$ cat src/rtl/core/sea_pkg.sv
`timescale 1ns / 1ps
package sea_pkg;

  // Default table depth
  localparam int ENV_DEPTH_DEF = 256;

  // Field widths
  localparam int CMD_W  = 2;
  localparam int IDX_W  = 8;
  localparam int AMP_W  = 24;
  localparam int FREQ_W = 24;
  localparam int STS_W  = 2;
  localparam int NSZ_W  = 9;
  localparam int MF_W   = 16;
  localparam int FAC_W  = 17;
  localparam int CFG_W  = 17;
  localparam int CIDX_W = 2;

  // Quotient bits of the bin position: integer bin plus 16 fraction bits
  localparam int Q_W    = 25;
  localparam int FRAC_W = 16;

  // Configuration register indexes
  localparam logic [CIDX_W-1:0] CFG_ENV_SIZE = 2'd0;
  localparam logic [CIDX_W-1:0] CFG_MAX_FREQ = 2'd1;
  localparam logic [CIDX_W-1:0] CFG_FACTOR   = 2'd2;

  // Reset values
  localparam logic [NSZ_W-1:0] ENV_SIZE_RST = 9'd256;
  localparam logic [MF_W-1:0]  MAX_FREQ_RST = 16'd22050;
  localparam logic [FAC_W-1:0] FACTOR_RST   = 17'd0;

  // 1.0 in Q1.16
  localparam logic [FAC_W-1:0] ONE_Q16 = 17'd65536;

  typedef enum logic [CMD_W-1:0] {
    CMD_LOAD   = 2'd0,
    CMD_INTERP = 2'd1,
    CMD_APPLY  = 2'd2
  } cmd_e;

  typedef enum logic [STS_W-1:0] {
    STS_OK    = 2'd0,
    STS_RANGE = 2'd1,
    STS_CLAMP = 2'd2,
    STS_BAD   = 2'd3
  } status_e;

  typedef enum logic [1:0] {
    RD_IDX,
    RD_BIN,
    RD_BIN1,
    RD_LAST
  } rd_sel_e;

  typedef enum logic [1:0] {
    RES_AMP,
    RES_ZERO,
    RES_MEM,
    RES_BLEND
  } res_src_e;

  // Controller to datapath
  typedef struct packed {
    logic     accept;
    logic     div_init;
    logic     div_step;
    logic     rd_en;
    rd_sel_e  rd_sel;
    logic     e0_cap;
    logic     setup;
    logic     setup_apply;
    logic     blend;
    logic     res_load;
    res_src_e res_src;
    status_e  res_status;
    logic     wr_en;
    logic     wr_blend;
  } sea_cmd_t;

  // Datapath to controller
  typedef struct packed {
    logic [CMD_W-1:0] cmd;
    logic             idx_ok;
    logic             out_of_range;
    logic             last_bin;
    logic             out_free;
  } sea_sts_t;

endpackage

$ cat src/rtl/core/sea_ctrl.sv
`timescale 1ns / 1ps
module sea_ctrl import sea_pkg::*; (
  input  logic     clk_i,
  input  logic     rst_ni,
  input  logic     in_valid_i,
  output logic     in_ready_o,
  input  sea_sts_t sts_i,
  output sea_cmd_t cmd_o
);

  typedef enum logic [3:0] {
    S_IDLE,
    S_DECODE,
    S_MUL,
    S_DIV,
    S_POS,
    S_RD1,
    S_SETUP,
    S_BLEND,
    S_DONE
  } state_e;

  localparam logic [4:0] DIV_LAST = 5'(Q_W - 1);

  state_e   state_q;
  logic [4:0] cnt_q;
  res_src_e fin_src_q;
  status_e  fin_sts_q;
  logic     fin_wr_q;
  logic     fin_blend_q;

  assign in_ready_o = (state_q == S_IDLE);

  always_comb begin
    cmd_o            = '0;
    cmd_o.rd_sel     = RD_IDX;
    cmd_o.res_src    = fin_src_q;
    cmd_o.res_status = fin_sts_q;
    unique case (state_q)
      S_IDLE: begin
        cmd_o.accept = in_valid_i;
      end
      S_DECODE: begin
        if ((sts_i.cmd == CMD_INTERP) && sts_i.idx_ok) begin
          cmd_o.rd_en = 1'b1;
        end
      end
      S_MUL: begin
        cmd_o.div_init = 1'b1;
      end
      S_DIV: begin
        cmd_o.div_step = 1'b1;
      end
      S_POS: begin
        cmd_o.rd_en  = 1'b1;
        cmd_o.rd_sel = sts_i.last_bin ? RD_LAST : RD_BIN;
      end
      S_RD1: begin
        cmd_o.rd_en  = 1'b1;
        cmd_o.rd_sel = RD_BIN1;
        cmd_o.e0_cap = 1'b1;
      end
      S_SETUP: begin
        cmd_o.setup       = 1'b1;
        cmd_o.setup_apply = (sts_i.cmd == CMD_APPLY);
      end
      S_BLEND: begin
        cmd_o.blend = 1'b1;
      end
      S_DONE: begin
        if (sts_i.out_free) begin
          cmd_o.res_load = 1'b1;
          cmd_o.wr_en    = fin_wr_q;
          cmd_o.wr_blend = fin_blend_q;
        end
      end
      default: begin
      end
    endcase
  end

  always_ff @(posedge clk_i or negedge rst_ni) begin
    if (!rst_ni) begin
      state_q     <= S_IDLE;
      cnt_q       <= '0;
      fin_src_q   <= RES_ZERO;
      fin_sts_q   <= STS_OK;
      fin_wr_q    <= 1'b0;
      fin_blend_q <= 1'b0;
    end else begin
      unique case (state_q)
        S_IDLE: begin
          if (in_valid_i) begin
            state_q <= S_DECODE;
          end
        end
        S_DECODE: begin
          fin_src_q   <= RES_ZERO;
          fin_sts_q   <= STS_BAD;
          fin_wr_q    <= 1'b0;
          fin_blend_q <= 1'b0;
          state_q     <= S_DONE;
          unique case (sts_i.cmd)
            CMD_LOAD: begin
              if (sts_i.idx_ok) begin
                fin_src_q <= RES_AMP;
                fin_sts_q <= STS_OK;
                fin_wr_q  <= 1'b1;
              end
            end
            CMD_INTERP: begin
              if (sts_i.idx_ok) begin
                fin_src_q   <= RES_BLEND;
                fin_sts_q   <= STS_OK;
                fin_wr_q    <= 1'b1;
                fin_blend_q <= 1'b1;
                state_q     <= S_SETUP;
              end
            end
            CMD_APPLY: begin
              if (sts_i.out_of_range) begin
                fin_sts_q <= STS_RANGE;
              end else begin
                state_q <= S_MUL;
              end
            end
            default: begin
            end
          endcase
        end
        S_MUL: begin
          cnt_q   <= '0;
          state_q <= S_DIV;
        end
        S_DIV: begin
          if (cnt_q == DIV_LAST) begin
            state_q <= S_POS;
          end else begin
            cnt_q <= cnt_q + 5'd1;
          end
        end
        S_POS: begin
          if (sts_i.last_bin) begin
            fin_src_q <= RES_MEM;
            fin_sts_q <= STS_CLAMP;
            state_q   <= S_DONE;
          end else begin
            fin_src_q <= RES_BLEND;
            fin_sts_q <= STS_OK;
            state_q   <= S_RD1;
          end
        end
        S_RD1: begin
          state_q <= S_SETUP;
        end
        S_SETUP: begin
          state_q <= S_BLEND;
        end
        S_BLEND: begin
          state_q <= S_DONE;
        end
        S_DONE: begin
          if (sts_i.out_free) begin
            state_q <= S_IDLE;
          end
        end
        default: begin
          state_q <= S_IDLE;
        end
      endcase
    end
  end

`ifndef ASSERT_OFF
  a_load_free: assert property (@(posedge clk_i) disable iff (!rst_ni)
    cmd_o.res_load |-> sts_i.out_free)
    else $error("result loaded while output word still pending");

  a_wr_idx: assert property (@(posedge clk_i) disable iff (!rst_ni)
    cmd_o.wr_en |-> (sts_i.idx_ok && ((sts_i.cmd == CMD_LOAD) || (sts_i.cmd == CMD_INTERP))))
    else $error("table write without a valid load or interpolate");

  a_setup_read: assert property (@(posedge clk_i) disable iff (!rst_ni)
    cmd_o.setup |-> $past(cmd_o.rd_en))
    else $error("blend setup without a preceding table read");

  a_e0_read: assert property (@(posedge clk_i) disable iff (!rst_ni)
    cmd_o.e0_cap |-> $past(cmd_o.rd_en && (cmd_o.rd_sel == RD_BIN)))
    else $error("lower bin captured without a bin read");
`endif

endmodule

$ cat config.mk
export PLATFORM = sky130hd
export DESIGN_NAME = sea_ctrl
export DESIGN_NICKNAME = d
export VERILOG_FILES = /design/src/rtl/core/sea_pkg.sv /design/src/rtl/core/sea_ctrl.sv
export SDC_FILE = /design/constraint.sdc
export NUM_CORES = 1
export LEC_CHECK = 0
export BUFFER_PORTS_ARGS = -buffer_cell sky130_fd_sc_hd__buf_4
export CAP_MARGIN = 0
export CORE_ASPECT_RATIO = 1.4
export CORE_MARGIN = 3
export CORE_UTILIZATION = 46
export CTS_CLUSTER_SIZE = 25
export DETAILED_ROUTE_END_ITERATION = 12
export GPL_TIMING_DRIVEN = 0
export PLACE_DENSITY = 0.74
export SYNTH_ARGS = -nofsm -noshare
export SYNTH_HDL_FRONTEND = slang
export SYNTH_SLANG_ARGS = --single-unit
$ cat constraint.sdc
create_clock -name clk_i -period 1.5 [get_ports clk_i]
set_input_delay 0.3 -clock clk_i [delete_from_list [all_inputs] [get_ports clk_i]]
set_output_delay 0.3 -clock clk_i [all_outputs]
set_load 0.02 [all_outputs]
* Word-level counts from Yosys, hierarchy flattened
Index checks and enable logic that the tools add are counted.
** Storage, ports and cells
- Register bits after elaboration :: 15
- Input bits :: 9
- Word-level logic and storage cells :: 68
** Operators by class
- Add/sub/neg operators :: 1
- Equal/unequal tests :: 15
- Multiplexer cells :: 37
- Reduce and logical (&&, ||, !) cells :: 9
** Operator list (number)
- one-hot mux 4 bit (9 select lines) :: 1
- 2-to-1 mux 4 bit :: 6
- one-hot mux 2 bit (2 select lines) :: 5
- == test 4 x 3 -> 1 bit, second input constant :: 4
- 2-to-1 mux 2 bit :: 8
- 2-to-1 mux 1 bit :: 13
- one-hot mux 5 bit (2 select lines) :: 1
- == test 4 x 2 -> 1 bit, second input constant :: 2
- != test 2 bit, second input constant :: 4
- one-hot mux 4 bit (2 select lines) :: 1
- adder 5 x 1 -> 5 bit, second input constant :: 1
- == test 5 bit, second input constant :: 1
- 2-to-1 mux 5 bit :: 1
- == test 4 x 1 -> 1 bit, second input constant :: 1
- == test 4 bit, second input constant :: 1
- zero test 4 bit :: 1
- nonzero test 2 bit :: 2
- OR reduction 2 bit :: 2
- AND reduction 3 bit :: 1
- == test 2 x 1 -> 1 bit, second input constant :: 1
- == test 2 bit, second input constant :: 1
- zero test 2 bit :: 1
- one-hot mux 1 bit (2 select lines) :: 1
- AND reduction 2 bit :: 1
- logical AND 1 bit :: 1

* Depth between registers and ports, before layout
Gate-level depths: netlist (run 1).
- Depth in word-level cells :: 4
- Gate-level depth with buffers :: 5
- Depth with buffers taken out :: 5

* Worst setup path before layout (run 1)
No wires, ideal clock.
- Path type :: reg2out
- From :: register state_q[3]
- To :: output port cmd_o[16] in the netlist's numbering
- Arrival :: 1675 ps
- Data required time :: 1200 ps
- Setup slack :: -475 ps
- Stages on the path, launching flop included :: 4
- Path buffers :: 1
- Cell sequence :: dfrtp_1 -> buf_2 -> nor4_1 -> and2_1
** RTL lines
- from (decl) :: line sea_ctrl.sv:25 : state_e state_q;
- from (signal assigned) :: line sea_ctrl.sv:84 : state_q <= S_IDLE;
- from (signal assigned) :: line sea_ctrl.sv:94 : state_q <= S_DECODE;
- from (signal assigned) :: line sea_ctrl.sv:102 : state_q <= S_DONE;
- to (decl) :: line sea_ctrl.sv:8 : output sea_cmd_t cmd_o

==> flow_summary.toml, run 1 <==
[outcome]
outcome = "complete, but fails checks"
violations_in_the_final_reports = "negative setup slack"

[setup_path]
cp_data_arrival_time_ns = 1.59
critical_path_capture_point_type = "output pin"
worst_path_largest_cell_delay_ns = 0.53
path_buf_inv = 2
worst_ep_required_time_ns = 1.20
timing_worst_setup_path_type = "flip-flop to output pin"
crit_path_start_kind = "flip-flop"
critical_path.cell_chain = "or4b_4 -> clkinv_4 -> nand2_4 -> nand2b_4 -> buf_6"
crit_family = "simple AND/OR/NAND/NOR gates"
cpMaxStageDelayCell = "sky130_fd_sc_hd__or4b_4"
ff2ff_setup_slack_ns = -0.05
critPathMaxFanout = 5

[global_routing]
global_route_wire_length_before_repair_um = 4730
number_of_global_route_vias_before_repair = 1029
global_route_usage_over_all_layers = 0.219
grt_antenna_before_repair = 0
grt_start_max_net_pins = 16
globalRoute.totalOverflow = 0

[logic_synthesis]
syn-instance-count = 115
synthesis.area_per_instance_um2 = 9.07
synth_ff_type = "sky130_fd_sc_hd__dfrtp_1"
synthArstFlopShare = 1.00
synth-edff-count = 0
post_synth_num_cell_types = 37
syn_area_mm2 = 0.00104
yosys_register_bits = 15
yosysSeqAreaShare = 0.361
postSynthNetCount = 131
synth-warning-count = 0

[timing]
hold_viol_final = 0
finalSetupViolations = 21
post-route-period-util = 1.26
post-route-min-period_ns = 1.89
finalMaxSlewViolations = 0
worst_pin_slew_ns = 0.509
setup_slack_ns = -0.393
skew_ns = 0.0166
clock.fmax_mhz = 528
setup_repair_after_global_routing_missed_its_margin = "yes"
timing.slew.headroom = 0.661

[placed_design]
port_buffers = 26
numPlacedInstances = 162
routabilityCongestion = 0.877
detailedPlacementHpwl_um = 1970

[power]
combinational_power_share = 0.663
power.total_mw = 2.70
part_of_the_power_in_the_clock_network = 0.091
share_seq_of_total_power = 0.246
power_leakage_nw = 0.785
power.switching_fraction = 0.437
power.ir.vdd_worst_v = 0.00118
power.switching_mw = 1.18
power_report.internal_total_mw = 1.52
pwr_density_cell_mw_per_mm2 = 1690

[route]
drc_violation_total_after_the_first_tritonroute_iteration = 31
postRouteWirelength_um = 3000
drcViolationCount = 0
routed_via_density = 5.66
detail-route-antenna-nets = 0
drt-pass1-iter-count = 4
avg_wl_per_cell_um = 16.8
via_count = 1007

[floorplanning]
rows = 19
floorplan.initialDensity = 0.505
core_mm2 = 0.00207
chipWidth_um = 46.3
pin_count = 27
die_area_mm2 = 0.00288
die_height_um = 62.4

[clocking]
h-tree-depth = 1
ctsLongestPathBuffers = 2
insertion_delay_ns = 0.30
cts_tree = "built"
root_buffer = "sky130_fd_sc_hd__clkbuf_4"
cts_buffers = 3
clk_transition_reported_paths_ns = 0.11
cts.sinks = 15

[cells_and_area]
finalNetCount = 174
instances_no_fill = 178
syn2layout_area_growth_pct = 53.1
n_antenna_cell = 0
fraction_of_final_layout_cells_sized_beyond_drive_strength_1 = 0.529

[flow_run]
max_cap_viol_count = 0

[hold_path]
hp-class = "input port to flip-flop"
what timing repair did:
action / CTS / global route
setup buffers: 11 / 3
hold buffers: 1 / 0
gates resized for setup: 19 / 23
setup endpoints to repair: 20 / 27
endpoints found under the hold margin: 14 / 0
pin swaps: 7 / 4
per-stage QoR:
stage | setup TNS [ns] | instance area [µm²] | worst slack, ns | utilization | hold WS [ns]
finish | -4.12 | 1600 | -0.393 | 0.773 | 0.239
detailed placement | -1.48 | 1320 | -0.209 | 0.638 | 0.167
floorplan | -0.149 | 1100 | -0.0464 | - | 0.00441
global placement | -1.25 | 1320 | -0.206 | 0.638 | 0.165
CTS | -4.11 | 1510 | -0.387 | 0.731 | 0.232
global route | -5.34 | 1600 | -0.421 | 0.773 | 0.242
per-layer routing:
metal | wire (µm) | share of wire | up-vias | track usage
li1 | - | - | 491 | -
met1 | 1200 | 0.40 | 488 | 0.258
met2 | 1650 | 0.55 | 21 | 0.384
met3 | 90 | 0.030 | 7 | 0.0231
met4 | 57 | 0.019 | 0 | 0.0747
met5 | 0 | 0 | - | 0
cells by family (layout without fill, tap and decap cells):
family,after synthesis,after routing,share of synthesized area
compound gates,20,20,0.136
fa+ha+maj,7,7,0.0839
buf+inv,19,61,0.0731
flops,15,15,0.361
mux,7,7,0.0671
simple gates,47,47,0.279
cell usage in the layout (no fill, tap or decap), types with 2 or more instances in the layout:
master                     Yosys  final
sky130_fd_sc_hd__o21ai_1       1      5
sky130_fd_sc_hd__nand2b_4      0      3
sky130_fd_sc_hd__and2_2        0      2
sky130_fd_sc_hd__nand2b_1      5      2
sky130_fd_sc_hd__nor2_2        0      3
sky130_fd_sc_hd__inv_1        13     10
sky130_fd_sc_hd__dfrtp_1      14     12
sky130_fd_sc_hd__or4b_4        1      3
sky130_fd_sc_hd__buf_6         0     10
sky130_fd_sc_hd__dfrtp_2       0      2
sky130_fd_sc_hd__or2_2         2      2
sky130_fd_sc_hd__clkbuf_4      0      4
sky130_fd_sc_hd__nand3_2       0      3
sky130_fd_sc_hd__a21oi_2       0      2
sky130_fd_sc_hd__nand2_1      10      8
sky130_fd_sc_hd__nor3_1        4      3
sky130_fd_sc_hd__a21oi_1       4      2
sky130_fd_sc_hd__and4bb_2      2      2
sky130_fd_sc_hd__inv_2         0      2
sky130_fd_sc_hd__ha_1          7      7
sky130_fd_sc_hd__nor2b_1       2      2
sky130_fd_sc_hd__nor2_1        6      2
sky130_fd_sc_hd__mux2i_1       7      7
sky130_fd_sc_hd__nand4_1       2      2
sky130_fd_sc_hd__buf_4         0     32
sky130_fd_sc_hd__nand3_1       5      2
synth_stat cells (all sizes together) (2+ instances only):
| cell | n | area share |
|---|---|---|
| dfrtp | 14 | 0.34 |
| inv | 13 | 0.047 |
| nand2 | 10 | 0.036 |
| ha | 7 | 0.084 |
| mux2i | 7 | 0.067 |
| nor2 | 6 | 0.022 |
| nand2b | 5 | 0.030 |
| nand3 | 5 | 0.024 |
| o21ai | 5 | 0.024 |
| a21oi | 4 | 0.019 |
| buf | 4 | 0.019 |
| nor3 | 4 | 0.019 |
| or4b | 3 | 0.032 |
| and2 | 2 | 0.012 |
| and4bb | 2 | 0.024 |
| clkbuf | 2 | 0.0072 |
| nand4 | 2 | 0.012 |
| nor2b | 2 | 0.012 |
| or2 | 2 | 0.012 |
final cells by class:
cell class              instances  area, µm²
multi-input cells              81        741
fillers                       140        470
flip-flops and latches         15        379
repair buffers                 40        337
inverters                      13       53.8
plain buffers                   4       33.8
well taps                      21       26.3
clock buffers                   3       22.5
clock inverters                 1       5.00
flip-flops by register name, summed over array words and instances (netlist names):
register,cells
fin_src_q,2
fin_wr_q,1
fin_sts_q,2
cnt_q,5
state_q,4
fin_blend_q,1
power by group through the flow:
| stage | Combinational (mW) | Sequential (mW) | Clock, mW |
|---|---|---|---|
| 2_1_floorplan | 0.850 | 0.692 | 0 |
| 3_3_place_gp | 1.26 | 0.650 | 0 |
| 3_5_place_dp | 1.28 | 0.659 | 0 |
| 4_1_cts | 1.61 | 0.652 | 0.250 |
| 5_1_grt | 1.93 | 0.678 | 0.259 |
| 6_report | 1.79 | 0.664 | 0.245 |
path summary, 6_finish.rpt:
path	start	endpoint	depth (start not counted)
min in group asynchronous	rst_ni	cnt_q[1]	2
max in group asynchronous	rst_ni	fin_src_q[0]	2
hold / removal	sts_i[1]	fin_src_q[0]	2
setup reg to reg	state_q[2]	fin_src_q[1]	5
hold reg to reg	fin_src_q[1]	fin_src_q[1]	2
setup / recovery	state_q[3]	cmd_o[12]	5
Power figures use the tool's default switching activity.
==> inputs of run 2 (changes only) <==
Settings changed: CORE_UTILIZATION 46 to 55, PLACE_DENSITY 0.74 to 0.83.
Clock period 1.5 ns to 2.35 ns, I/O delays scaled along.
==> run 2 against run 1 <==
Compared with the run above: the flow now finishes without violations; largest cell class unchanged; cell count shrank 7.3%; sequential power shrank 38%; die area down 15%; sequential share of layout area up 5.4 points; wire length fell by 21%; highest routed layer unchanged; critical path depth did not move; non-clock buffer count shrank 12.
==> flow_summary.toml, run 2 (synthesis gave the netlist of run 1 again) <==
[outcome]
outcome = "finished, final reports clean"

[timing]
finalSetupViolations = 0
post-route-min-period_ns = 2.22
timing.slew.headroom = 0.698
worst_pin_slew_ns = 0.451
setup_slack_ns = 0.133
skew_ns = 0.00228
post-route-period-util = 0.944
setup-tns-final_ns = 0
finalMaxSlewViolations = 0
setup_repair_after_global_routing_missed_its_margin = "no"
clock.fmax_mhz = 451
hold_viol_final = 0
holdWs_ns = 0.0310

[setup_path]
cpMaxStageDelayCell = "sky130_fd_sc_hd__or4b_1"
critical_path_capture_point_type = "output pin"
crit_path_start_kind = "flip-flop"
timing.critical_path.depth = 5
timing_worst_setup_path_type = "flip-flop to output pin"
startpoint_of_the_lowest_slack_register_to_register_path = "state_q[3]"
worstRegToRegCells = 4
worst_ep_required_time_ns = 1.88
critPathMaxFanout = 5
ff2ff_setup_slack_ns = 0.75
cp_data_arrival_time_ns = 1.75
crit_family = "simple AND/OR/NAND/NOR gates"
timing.rr.end = "state_q[2]"
path_buf_inv = 2
worst_path_largest_cell_delay_ns = 0.63
critical_path.cell_chain = "or4b_1 -> inv_1 -> nand2_1 -> nand2b_1 -> buf_4"

[power]
power_leakage_nw = 0.679
power.ir.vdd_worst_v = 0.000758
part_of_the_power_in_the_clock_network = 0.105
pwr_density_cell_mw_per_mm2 = 1020
power.switching_fraction = 0.439
share_seq_of_total_power = 0.314
power_report.internal_total_uw = 742
power.total_mw = 1.32
combinational_power_share = 0.581
power.switching_uw = 580

[global_routing]
grt_antenna_before_repair = 0
grt_start_max_net_pins = 16
globalRoute.totalOverflow = 0
global_route_usage_over_all_layers = 0.204
number_of_global_route_vias_before_repair = 890
global_route_wire_length_before_repair_um = 3940

[floorplanning]
rows = 18
core_mm2 = 0.00178
die_height_um = 57.5
chipWidth_um = 42.8
floorplan.initialDensity = 0.586
die_area_mm2 = 0.00246
pin_count = 27

[cells_and_area]
final_core_util = 0.728
mostFrequentLayoutCells = "sky130_fd_sc_hd__buf_4 (26), sky130_fd_sc_hd__dfrtp_1 (14), sky130_fd_sc_hd__inv_1 (13)"
n_antenna_cell = 0
syn2layout_area_growth_pct = 24.1
layout_commonest_cell = "sky130_fd_sc_hd__buf_4"
finalNetCount = 162
instances_no_fill = 165
largest_reg_flops = 5
fraction_of_final_layout_cells_sized_beyond_drive_strength_1 = 0.290
stdcell_area_mm2 = 0.00129
top_register = "cnt_q"
largestRegisters = "cnt_q: 5 flops, state_q: 4 flops"

[route]
drcViolationCount = 0
drt-pass1-iter-count = 4
detail-route-antenna-nets = 0
avg_wl_per_cell_um = 14.4
drc_violation_total_after_the_first_tritonroute_iteration = 9
via_count = 938
routed_via_density = 5.68
postRouteWirelength_um = 2380

[clocking]
post-cts-setup-buffers = 0
insertion_delay_ns = 0.27
ctsLongestPathBuffers = 2
h-tree-depth = 1
cts.sinks = 15
cts_tree = "built"
clk_transition_reported_paths_ns = 0.08
cts_buffers = 3
root_buffer = "sky130_fd_sc_hd__clkbuf_4"

[placed_design]
numPlacedInstances = 161
detailedPlacementHpwl_um = 1930
placement.cell_area_mm2 = 0.00126
port_buffers = 26
post-place-ws_ns = 0.432
routabilityCongestion = 0.885

[hold_path]
hp-class = "input port to asynchronous set/reset pin"

[flow_run]
max_cap_viol_count = 0
run 2: worst max path at each step:
| stage | from | endpoint | slack, ns |
|---|---|---|---|
| after floorplan | state_q[3] | cmd_o[16] | 0.20 |
| after detailed placement | state_q[3] | cmd_o[12] | 0.43 |
| after global routing | state_q[3] | cmd_o[12] | 0.04 |
| after CTS | state_q[3] | cmd_o[12] | 0.13 |
| final | state_q[3] | cmd_o[12] | 0.13 |
| after global placement | state_q[3] | cmd_o[12] | 0.47 |
run 2: area by class of cell:
cell class / count / area, µm²
Buffer: 6 / 27.5
Clock buffer: 4 / 26.3
Fill cell: 138 / 484
Inverter: 13 / 48.8
Multi-Input combinational cell: 81 / 596
Sequential cell: 15 / 377
Tap cell: 20 / 25.0
Timing Repair Buffer: 26 / 195
run 2: repair_timing:
action	4_1_cts	5_1_grt
setup endpoints to repair	0	1
gates resized for setup	0	1
hold buffers	0	0
run 2: power groups by stage:
| stage | Clock, mW | Combinational [mW] | Sequential [mW] |
|---|---|---|---|
| global placement | 0 | 0.738 | 0.413 |
| detailed placement | 0 | 0.761 | 0.421 |
| finish | 0.138 | 0.769 | 0.415 |
| floorplan | 0 | 0.487 | 0.440 |
| CTS | 0.146 | 0.765 | 0.414 |
| global route | 0.154 | 0.841 | 0.429 |
run 2: metal layers:
metal / up-vias / global-route usage / part of all wire / wire [µm]
li1: 466 / - / - / -
met1: 441 / 0.233 / 0.41 / 973
met2: 27 / 0.376 / 0.53 / 1270
met3: 4 / 0.0158 / 0.044 / 105
met4: 0 / 0.0889 / 0.012 / 28
met5: - / 0 / 0 / 0
